`src/hw/rtl/multi_key_click_long_press_detector_defines.svh`:
```
// Assertion macros for the key detector.
`ifndef MULTI_KEY_CLICK_LONG_PRESS_DETECTOR_DEFINES_SVH
`define MULTI_KEY_CLICK_LONG_PRESS_DETECTOR_DEFINES_SVH

// same-cycle implication
`define MKCLPD_ASSERT_SAME(label, clk, rst_n, ante, cons, msg) \
    label: assert property (@(posedge clk) disable iff (!rst_n) (ante) |-> (cons)) \
        else $error(msg);

// next-cycle implication
`define MKCLPD_ASSERT_NEXT(label, clk, rst_n, ante, cons, msg) \
    label: assert property (@(posedge clk) disable iff (!rst_n) (ante) |=> (cons)) \
        else $error(msg);

`endif

```
`src/hw/rtl/mkclpd_pkg.sv`:
```
`timescale 1ns / 1ps
`default_nettype none

package mkclpd_pkg;

    localparam int MAX_KEYS   = 5;
    localparam int EVENTS_W   = 2 * MAX_KEYS;
    localparam int ELAPSED_W  = 10;
    localparam int REL_CNT_W  = 2;
    localparam int CFG_IDX_W  = 3;
    localparam int CFG_DATA_W = 10;
    localparam int SHORT_W    = 8;

    localparam logic [ELAPSED_W-1:0] ELAPSED_MAX = {ELAPSED_W{1'b1}};

    localparam logic REQ_SCAN = 1'b0;
    localparam logic REQ_READ = 1'b1;

    localparam logic [CFG_IDX_W-1:0] REG_DOUBLE_MASK = 3'd0;
    localparam logic [CFG_IDX_W-1:0] REG_LONG_MASK   = 3'd1;
    localparam logic [CFG_IDX_W-1:0] REG_PRESS_DB    = 3'd2;
    localparam logic [CFG_IDX_W-1:0] REG_RELEASE_DB  = 3'd3;
    localparam logic [CFG_IDX_W-1:0] REG_LONG_SCANS  = 3'd4;
    localparam logic [CFG_IDX_W-1:0] REG_DBL_WINDOW  = 3'd5;

    localparam logic [SHORT_W-1:0]   RST_PRESS_DB   = 8'd1;
    localparam logic [SHORT_W-1:0]   RST_RELEASE_DB = 8'd2;
    localparam logic [ELAPSED_W-1:0] RST_LONG_SCANS = 10'd300;
    localparam logic [SHORT_W-1:0]   RST_DBL_WINDOW = 8'd20;

    typedef enum logic [1:0] {
        EV_NONE   = 2'd0,
        EV_CLICK  = 2'd1,
        EV_DOUBLE = 2'd2,
        EV_LONG   = 2'd3
    } event_t;

    typedef struct packed {
        logic [SHORT_W-1:0]   press_db;
        logic [SHORT_W-1:0]   release_db;
        logic [ELAPSED_W-1:0] long_scans;
        logic [SHORT_W-1:0]   dbl_window;
    } timing_t;

    typedef struct packed {
        logic scan;
        logic clear;
        logic pressed;
        logic dbl_en;
        logic lng_en;
    } key_ctl_t;

endpackage

`default_nettype wire

```
`src/hw/rtl/mkclpd_if.sv`:
```
`timescale 1ns / 1ps
`default_nettype none

interface mkclpd_req_if;
    import mkclpd_pkg::*;
    logic                valid;
    logic                ready;
    logic                req_type;
    logic [MAX_KEYS-1:0] key_levels;
    modport source (output valid, output req_type, output key_levels, input ready);
    modport sink   (input valid, input req_type, input key_levels, output ready);
endinterface

interface mkclpd_rsp_if;
    import mkclpd_pkg::*;
    logic                valid;
    logic                ready;
    logic [EVENTS_W-1:0] events_packed;
    modport source (output valid, output events_packed, input ready);
    modport sink   (input valid, input events_packed, output ready);
endinterface

interface mkclpd_cfg_if;
    import mkclpd_pkg::*;
    logic                  valid;
    logic                  ready;
    logic [CFG_IDX_W-1:0]  index;
    logic [CFG_DATA_W-1:0] data;
    modport source (output valid, output index, output data, input ready);
    modport sink   (input valid, input index, input data, output ready);
endinterface

`default_nettype wire

```
`src/hw/rtl/mkclpd_key.sv`:
```
`timescale 1ns / 1ps
`default_nettype none

module mkclpd_key (
    input  wire                 clk,
    input  wire                 rst_n,
    input  wire mkclpd_pkg::key_ctl_t ctl,
    input  wire mkclpd_pkg::timing_t  timing,
    output mkclpd_pkg::event_t   pending
);
    import mkclpd_pkg::*;

    typedef enum logic [5:0] {
        ST_IDLE        = 6'b000001,
        ST_DEBOUNCE    = 6'b000010,
        ST_PRESSED     = 6'b000100,
        ST_REL_DEBOUNCE = 6'b001000,
        ST_WAIT_DOUBLE = 6'b010000,
        ST_LONG        = 6'b100000
    } key_state_t;

    key_state_t           state_reg, state_next;
    logic [ELAPSED_W-1:0] elapsed_reg, elapsed_next, elapsed_inc;
    event_t               event_reg, event_next;
    logic [REL_CNT_W-1:0] rel_cnt_reg, rel_cnt_next;

    logic press_done, rel_done, long_done, window_done;

    assign elapsed_inc = (elapsed_reg < ELAPSED_MAX) ? elapsed_reg + 1'b1 : elapsed_reg;
    assign press_done  = elapsed_inc >= {{(ELAPSED_W-SHORT_W){1'b0}}, timing.press_db};
    assign rel_done    = elapsed_inc >= {{(ELAPSED_W-SHORT_W){1'b0}}, timing.release_db};
    assign long_done   = elapsed_inc >= timing.long_scans;
    assign window_done = elapsed_inc >= {{(ELAPSED_W-SHORT_W){1'b0}}, timing.dbl_window};

    always_comb
    begin
        state_next   = state_reg;
        elapsed_next = elapsed_reg;
        event_next   = ctl.clear ? EV_NONE : event_reg;
        rel_cnt_next = rel_cnt_reg;
        if (ctl.scan)
        begin
            elapsed_next = elapsed_inc;
            case (state_reg)
                ST_DEBOUNCE:
                begin
                    if (press_done)
                    begin
                        if (ctl.pressed)
                        begin
                            state_next   = ST_PRESSED;
                            elapsed_next = '0;
                        end
                        else
                        begin
                            state_next = ST_IDLE;
                        end
                    end
                end
                ST_PRESSED:
                begin
                    if (ctl.pressed)
                    begin
                        if (ctl.lng_en && long_done)
                        begin
                            event_next   = EV_LONG;
                            rel_cnt_next = '0;
                            state_next   = ST_LONG;
                        end
                    end
                    else
                    begin
                        state_next   = ST_REL_DEBOUNCE;
                        elapsed_next = '0;
                    end
                end
                ST_REL_DEBOUNCE:
                begin
                    if (rel_done)
                    begin
                        if (ctl.pressed)
                        begin
                            state_next   = ST_DEBOUNCE;
                            elapsed_next = '0;
                        end
                        else if (!ctl.dbl_en)
                        begin
                            event_next   = EV_CLICK;
                            rel_cnt_next = '0;
                            state_next   = ST_IDLE;
                        end
                        else
                        begin
                            if (rel_cnt_reg < 2'd2)
                            begin
                                rel_cnt_next = rel_cnt_reg + 1'b1;
                            end
                            state_next   = ST_WAIT_DOUBLE;
                            elapsed_next = '0;
                        end
                    end
                end
                ST_WAIT_DOUBLE:
                begin
                    if (ctl.pressed)
                    begin
                        state_next   = ST_DEBOUNCE;
                        elapsed_next = '0;
                    end
                    else if (window_done)
                    begin
                        event_next   = (rel_cnt_reg >= 2'd2) ? EV_DOUBLE : EV_CLICK;
                        rel_cnt_next = '0;
                        state_next   = ST_IDLE;
                    end
                end
                ST_LONG:
                begin
                    if (!ctl.pressed)
                    begin
                        rel_cnt_next = '0;
                        state_next   = ST_IDLE;
                    end
                end
                default:
                begin
                    if (ctl.pressed)
                    begin
                        state_next   = ST_DEBOUNCE;
                        elapsed_next = '0;
                    end
                    else
                    begin
                        state_next = ST_IDLE;
                    end
                end
            endcase
        end
    end

    always_ff @(posedge clk or negedge rst_n)
    begin
        if (!rst_n)
        begin
            state_reg   <= ST_IDLE;
            elapsed_reg <= '0;
            event_reg   <= EV_NONE;
            rel_cnt_reg <= '0;
        end
        else
        begin
            state_reg   <= state_next;
            elapsed_reg <= elapsed_next;
            event_reg   <= event_next;
            rel_cnt_reg <= rel_cnt_next;
        end
    end

    assign pending = event_reg;

endmodule

`default_nettype wire

```
`src/hw/rtl/multi_key_click_long_press_detector.sv`:
```
// Scan and read transactions are accepted one per clock cycle; a read waits
// in the input register only while an earlier result is still not taken.
// A read result passes through the input register, then the result register,
// before it is valid; scans produce no result.
// rst_n (async, active low): every key idle, counts zero, no pending events;
// masks 0, press debounce 1, release debounce 2, long press 300, window 20 scans.
`timescale 1ns / 1ps
`default_nettype none
`include "multi_key_click_long_press_detector_defines.svh"

module multi_key_click_long_press_detector #(
    parameter int NUM_KEYS = mkclpd_pkg::MAX_KEYS
) (
    input wire           clk,
    input wire           rst_n,
    mkclpd_req_if.sink   req,
    mkclpd_rsp_if.source rsp,
    mkclpd_cfg_if.sink   cfg
);
    import mkclpd_pkg::*;

    // configuration
    logic [MAX_KEYS-1:0] dbl_mask_reg;
    logic [MAX_KEYS-1:0] lng_mask_reg;
    timing_t             timing_reg;

    always_ff @(posedge clk or negedge rst_n)
    begin
        if (!rst_n)
        begin
            dbl_mask_reg          <= '0;
            lng_mask_reg          <= '0;
            timing_reg.press_db   <= RST_PRESS_DB;
            timing_reg.release_db <= RST_RELEASE_DB;
            timing_reg.long_scans <= RST_LONG_SCANS;
            timing_reg.dbl_window <= RST_DBL_WINDOW;
        end
        else if (cfg.valid)
        begin
            case (cfg.index)
                REG_DOUBLE_MASK: dbl_mask_reg          <= cfg.data[MAX_KEYS-1:0];
                REG_LONG_MASK:   lng_mask_reg          <= cfg.data[MAX_KEYS-1:0];
                REG_PRESS_DB:    timing_reg.press_db   <= cfg.data[SHORT_W-1:0];
                REG_RELEASE_DB:  timing_reg.release_db <= cfg.data[SHORT_W-1:0];
                REG_LONG_SCANS:  timing_reg.long_scans <= cfg.data[ELAPSED_W-1:0];
                REG_DBL_WINDOW:  timing_reg.dbl_window <= cfg.data[SHORT_W-1:0];
                default:         ;
            endcase
        end
    end

    assign cfg.ready = 1'b1;

    // input register
    logic                s1_valid_reg;
    logic                s1_type_reg;
    logic [MAX_KEYS-1:0] s1_levels_reg;
    logic                s1_fire;
    logic                out_free;

    logic                out_valid_reg;
    logic [EVENTS_W-1:0] out_events_reg;

    assign out_free  = !out_valid_reg || rsp.ready;
    assign s1_fire   = s1_valid_reg && ((s1_type_reg == REQ_SCAN) || out_free);
    assign req.ready = !s1_valid_reg || s1_fire;

    always_ff @(posedge clk or negedge rst_n)
    begin
        if (!rst_n)
        begin
            s1_valid_reg <= 1'b0;
        end
        else if (req.ready)
        begin
            s1_valid_reg <= req.valid;
        end
    end

    always_ff @(posedge clk)
    begin
        if (req.ready && req.valid)
        begin
            s1_type_reg   <= req.req_type;
            s1_levels_reg <= req.key_levels;
        end
    end

    // key machines
    logic [EVENTS_W-1:0] events_all;
    logic                do_scan;
    logic                do_read;

    assign do_scan = s1_fire && (s1_type_reg == REQ_SCAN);
    assign do_read = s1_fire && (s1_type_reg == REQ_READ);

    for (genvar k = 0; k < MAX_KEYS; k++)
    begin : g_key
        if (k < NUM_KEYS)
        begin : g_used
            key_ctl_t ctl;
            event_t   ev;

            assign ctl.scan    = do_scan;
            assign ctl.clear   = do_read;
            assign ctl.pressed = !s1_levels_reg[k];
            assign ctl.dbl_en  = dbl_mask_reg[k];
            assign ctl.lng_en  = lng_mask_reg[k];

            mkclpd_key u_key (
                .clk     (clk),
                .rst_n   (rst_n),
                .ctl     (ctl),
                .timing  (timing_reg),
                .pending (ev)
            );

            assign events_all[2*k+1:2*k] = ev;
        end
        else
        begin : g_unused
            assign events_all[2*k+1:2*k] = EV_NONE;
        end
    end

    // result register
    always_ff @(posedge clk or negedge rst_n)
    begin
        if (!rst_n)
        begin
            out_valid_reg <= 1'b0;
        end
        else if (out_free)
        begin
            out_valid_reg <= do_read;
        end
    end

    always_ff @(posedge clk)
    begin
        if (do_read)
        begin
            out_events_reg <= events_all;
        end
    end

    assign rsp.valid         = out_valid_reg;
    assign rsp.events_packed = out_events_reg;

    `MKCLPD_ASSERT_NEXT(a_read_loads_result, clk, rst_n, do_read, out_valid_reg, "read lost")
    `MKCLPD_ASSERT_NEXT(a_read_clears, clk, rst_n, do_read, events_all == '0, "events not cleared")
    `MKCLPD_ASSERT_SAME(a_unused_keys_zero, clk, rst_n, out_valid_reg, (out_events_reg >> (2*NUM_KEYS)) == '0, "unused key event")
    `MKCLPD_ASSERT_SAME(a_stall_only_full, clk, rst_n, !req.ready, s1_valid_reg && out_valid_reg, "spurious stall")

endmodule

`default_nettype wire
```
`src/flat_wrapper.sv`:
```
// flat-port wrapper written by rule: the top's interface ports become plain ports
module multi_key_click_long_press_detector_flat import mkclpd_pkg::*;
#(
    parameter int NUM_KEYS = mkclpd_pkg::MAX_KEYS
)
  (clk, rst_n, req_valid, req_req_type, req_key_levels, req_ready, rsp_valid, rsp_events_packed, rsp_ready, cfg_valid, cfg_index, cfg_data, cfg_ready);
  mkclpd_req_if req_i ();
  mkclpd_rsp_if rsp_i ();
  mkclpd_cfg_if cfg_i ();
  input wire clk;
  input wire rst_n;
  input wire logic [$bits(req_i.valid)-1:0] req_valid;
  input wire logic [$bits(req_i.req_type)-1:0] req_req_type;
  input wire logic [$bits(req_i.key_levels)-1:0] req_key_levels;
  output wire logic [$bits(req_i.ready)-1:0] req_ready;
  output wire logic [$bits(rsp_i.valid)-1:0] rsp_valid;
  output wire logic [$bits(rsp_i.events_packed)-1:0] rsp_events_packed;
  input wire logic [$bits(rsp_i.ready)-1:0] rsp_ready;
  input wire logic [$bits(cfg_i.valid)-1:0] cfg_valid;
  input wire logic [$bits(cfg_i.index)-1:0] cfg_index;
  input wire logic [$bits(cfg_i.data)-1:0] cfg_data;
  output wire logic [$bits(cfg_i.ready)-1:0] cfg_ready;
  assign req_i.valid = req_valid;
  assign req_i.req_type = req_req_type;
  assign req_i.key_levels = req_key_levels;
  assign req_ready = req_i.ready;
  assign rsp_valid = rsp_i.valid;
  assign rsp_events_packed = rsp_i.events_packed;
  assign rsp_i.ready = rsp_ready;
  assign cfg_i.valid = cfg_valid;
  assign cfg_i.index = cfg_index;
  assign cfg_i.data = cfg_data;
  assign cfg_ready = cfg_i.ready;
  multi_key_click_long_press_detector #(.NUM_KEYS(NUM_KEYS)) u_core (.clk(clk), .rst_n(rst_n), .req(req_i), .rsp(rsp_i), .cfg(cfg_i));
endmodule
```
`config.mk`:
```
export PLATFORM = sky130hd
export DESIGN_NAME = multi_key_click_long_press_detector_flat
export DESIGN_NICKNAME = d
export VERILOG_FILES = /design/src/hw/rtl/mkclpd_pkg.sv /design/src/hw/rtl/mkclpd_if.sv /design/src/hw/rtl/mkclpd_key.sv /design/src/hw/rtl/multi_key_click_long_press_detector.sv /design/src/flat_wrapper.sv
export VERILOG_INCLUDE_DIRS = /design/src /design/src/hw/rtl
export SDC_FILE = /design/constraint.sdc
export NUM_CORES = 1
export LEC_CHECK = 0
export BUFFER_PORTS_ARGS = -buffer_cell sky130_fd_sc_hd__buf_2
export CAP_MARGIN = 5
export CORE_MARGIN = 3
export CORE_UTILIZATION = 30
export CTS_CLUSTER_SIZE = 20
export DETAILED_ROUTE_END_ITERATION = 6
export MAX_ROUTING_LAYER = met4
export PLACE_DENSITY = 0.44
export SETUP_SLACK_MARGIN = 0.1
export SYNTH_ARGS = -nofsm -noshare
export SYNTH_HDL_FRONTEND = slang
export SYNTH_HIERARCHICAL = 1
export SYNTH_SLANG_ARGS = --single-unit
export TNS_END_PERCENT = 5
```
`constraint.sdc`:
```
create_clock -name clk -period 3.9 [get_ports clk]
set_input_delay 0.39 -clock clk [delete_from_list [all_inputs] [get_ports clk]]
set_output_delay 0.39 -clock clk [all_outputs]
set_load 0.02 [all_outputs]
```
==> metrics.cfg <==
[cts]
cts_made_buffers = 17
clock-root-buffer = clkbuf_16
cts.sinks = 162
clk_pin_slew_ns = 0.08
clock_latency_ns = 0.47
clock_path_buffers = 2
cts_tree = built
htreeDepth = 4

[power_and_ir_drop]
sequentialPowerShare = 0.336
ir_worst_vdd_v = 0.000263
power_per_cell_area_nw_per_um2 = 479
intPower_mw = 4.41
power_leakage_nw = 7.63
clkPwrFrac = 0.232
p_sw_frac = 0.417
p_switching_mw = 3.15
power_frac_comb = 0.432
p_total_mw = 7.56

[drt]
via_per_inst = 5.19
vias = 11565
drt-initial-drc-count = 849
dr.pass1.iters = 5
drtAntennaViolNets = 0
wire_per_inst_um = 18.8
drc_errors = 0
wirelength_um = 41900

[timing]
min_period_ns = 3.67
relSlewSlack = 0.315
skew_ns = 0.0197
tightestPinTransition_ns = 1.01
finalSetupViolCount = 0
min_period_over_period = 0.942
rsz0062_at_grt = true
hold_viol_final = 0
hold_ws_ns = 0.0983
clock.fmax_mhz = 272
tns_ns = 0
drv_slew = 0

[critical_path]
path_class = register to register
cp-startpoint = u_core/g_key[3].g_used.u_key/elapsed_reg[0]
crit_arrival_ns = 4.03
worstPathMaxFanout = 6
worstSetupEndpointType = register
r2r-start = u_core/g_key[3].g_used.u_key/elapsed_reg[0]
cp.required_ns = 4.26
cp-start-kind = register

[floorplan]
dieWidth_um = 221
die_h_um = 221
initial_core_util = 0.305
fp.dieArea_um2 = 49000
rows = 78
core_area_um2 = 45600
pin_count = 37

[yosys]
synth_edf_count = 16
avgSynthCellArea_um2 = 9.04
synthArstFlopShare = 0.901
synth_ff_type = dfrtp_1
synthCells = 1538
synth_nets = 1742
mappedNetlistArea_um2 = 13900
yosysWarnings = 6
yosysSeqAreaShare = 0.298
synth_cell_types = 84
ys_ff_latch = 162

[final_layout]
drive_gt1_frac = 0.183
mostFrequentLayoutCell = inv_1
largest_reg_flops = 50
final_cell_mix = 211 x inv_1, 180 x ha_1, 133 x dfrtp_1
utilization = 0.347
areaGrowthSynthToFinish_pct = 13.6
nets = 1818
fillers = 4652

[run_status]
status = finished clean

[placed_design]
io_buffers = 35
dp_hpwl_um = 30600
place.gp.congestion = 0.849

[flow_run]
maxCapViolations = 0

[min_path]
hp-start = req_key_levels[2]
worstHoldPathType = input port to register

[global_route]
grt_pass1_wl_um = 65600
grt_antenna_before_repair = 1
grt_overflow = 0
track_usage = 0.176
first_global_vias = 11150
grt_max_degree = 63

## worst max-delay path: stages (launching register included)
cell	delay, ns
dfrtp_1	0.43
ha_1	0.22
and2_1	0.20
and3_1	0.21
nand4_1	0.10
and2_1	0.19
nand2_1	0.11
xnor2_2	0.18
buf_4	0.17
ha_1	0.29
nand3_1	0.07
o211ai_1	0.37
a21oi_2	0.12
o31ai_2	0.32
and2_4	0.24
mux2_2	0.33
## cell type report
type / instances / area [um^2] / area share
Inverter: 211 / 792 / 0.0501
Sequential cell: 162 / 4150 / 0.263
Timing Repair Buffer: 98 / 669 / 0.0424
Clock inverter: 13 / 146 / 0.00927
Multi-Input combinational cell: 1124 / 8850 / 0.560
Antenna cell: 1 / 2.50 / 0.000158
Tap cell: 600 / 751 / 0.0475
Clock buffer: 19 / 433 / 0.0274
## cells in the mapped netlist, types with 10 or more instances
cell	instances	share of area
inv_1	211	0.057
ha_1	180	0.16
dfrtp_1	133	0.24
nand2_1	111	0.030
nor2_1	77	0.021
a21oi_1	63	0.023
mux2_2	58	0.047
o21ai_0	50	0.018
nand3_1	42	0.015
nand2b_1	34	0.015
o211ai_1	33	0.018
nor3_1	32	0.012
o22ai_1	31	0.014
a31oi_1	27	0.012
xnor2_1	27	0.017
nor2b_1	26	0.012
a21o_1	25	0.013
clkbuf_1	24	0.0065
a211oi_1	19	0.010
nand4_1	19	0.0085
mux2_4	18	0.019
edfxtp_1	16	0.035
o21a_1	16	0.0086
and2_1	15	0.0067
mux2i_1	14	0.010
and3_1	13	0.0058
dfstp_2	13	0.025
a32o_1	10	0.0072
buf_6	10	0.0081
## metal layers
| metal | part of all wire | routed length [um] | vias to the layer above | global-route usage |
|---|---|---|---|---|
| li1 | - | - | 5743 | - |
| met1 | 0.50 | 20800 | 5568 | 0.244 |
| met2 | 0.45 | 18900 | 218 | 0.271 |
| met3 | 0.035 | 1480 | 36 | 0.0256 |
| met4 | 0.017 | 720 | 0 | 0.0445 |
| met5 | 0 | 0 | - | - |
## power by group through the flow
stage | clock, mW | sequential (mW) | combinational [mW]
floorplan | 0 | 2.28 | 2.33
global placement | 0 | 2.57 | 3.11
detailed placement | 0 | 2.57 | 3.15
CTS | 1.82 | 2.54 | 3.19
global route | 1.88 | 2.58 | 3.71
finish | 1.76 | 2.54 | 3.27
## metrics by stage
| step | cells | cell area [um^2] | worst slack [ns] |
|---|---|---|---|
| after floorplan | 1538 | 13900 | 0.265 |
| after global routing | 2227 | 15800 | 0.00801 |
| final | 2228 | 15800 | 0.228 |
| after global placement | 2183 | 15000 | 0.143 |
| after detailed placement | 2183 | 15000 | 0.0621 |
| after CTS | 2218 | 15600 | 0.0899 |
## what timing repair did
action / CTS / global route
hold endpoints to repair: 55 / 0
gates resized for setup: 0 / 28
pin swaps: 1 / 9
gates cloned: 0 / 0
endpoints found under the setup margin: 9 / 80
hold buffers: 1 / 0
setup buffers: 2 / 9
## cells by family (layout without fill, tap and decap cells)
group | Yosys count | after routing | share of synthesized area
other | 1 | 2 | 0.000270
buffers and inverters | 252 | 341 | 0.0742
AO/OA/AOI/OAI | 362 | 362 | 0.184
XOR/XNOR | 27 | 27 | 0.0170
multiplexers | 95 | 95 | 0.0805
adder cells (fa/ha/maj) | 180 | 180 | 0.162
AND/OR/NAND/NOR | 459 | 459 | 0.184
flip-flops | 162 | 162 | 0.298
## final timing paths
check                           slack (ns)  cells after the start                                          end
worst max-delay path                  0.23                     15    u_core/g_key[3].g_used.u_key/state_reg[1]
worst max register to register        0.23                     15    u_core/g_key[3].g_used.u_key/state_reg[1]
max in group asynchronous             2.50                      3    u_core/g_key[1].g_used.u_key/state_reg[0]
worst min-delay path                   0.1                      1                      u_core/s1_levels_reg[2]
min in group asynchronous             0.48                      2  u_core/g_key[4].g_used.u_key/elapsed_reg[6]
worst min register to register        0.45                      0                  u_core/rsp.events_packed[9]
(Power assumes the default switching activity.)
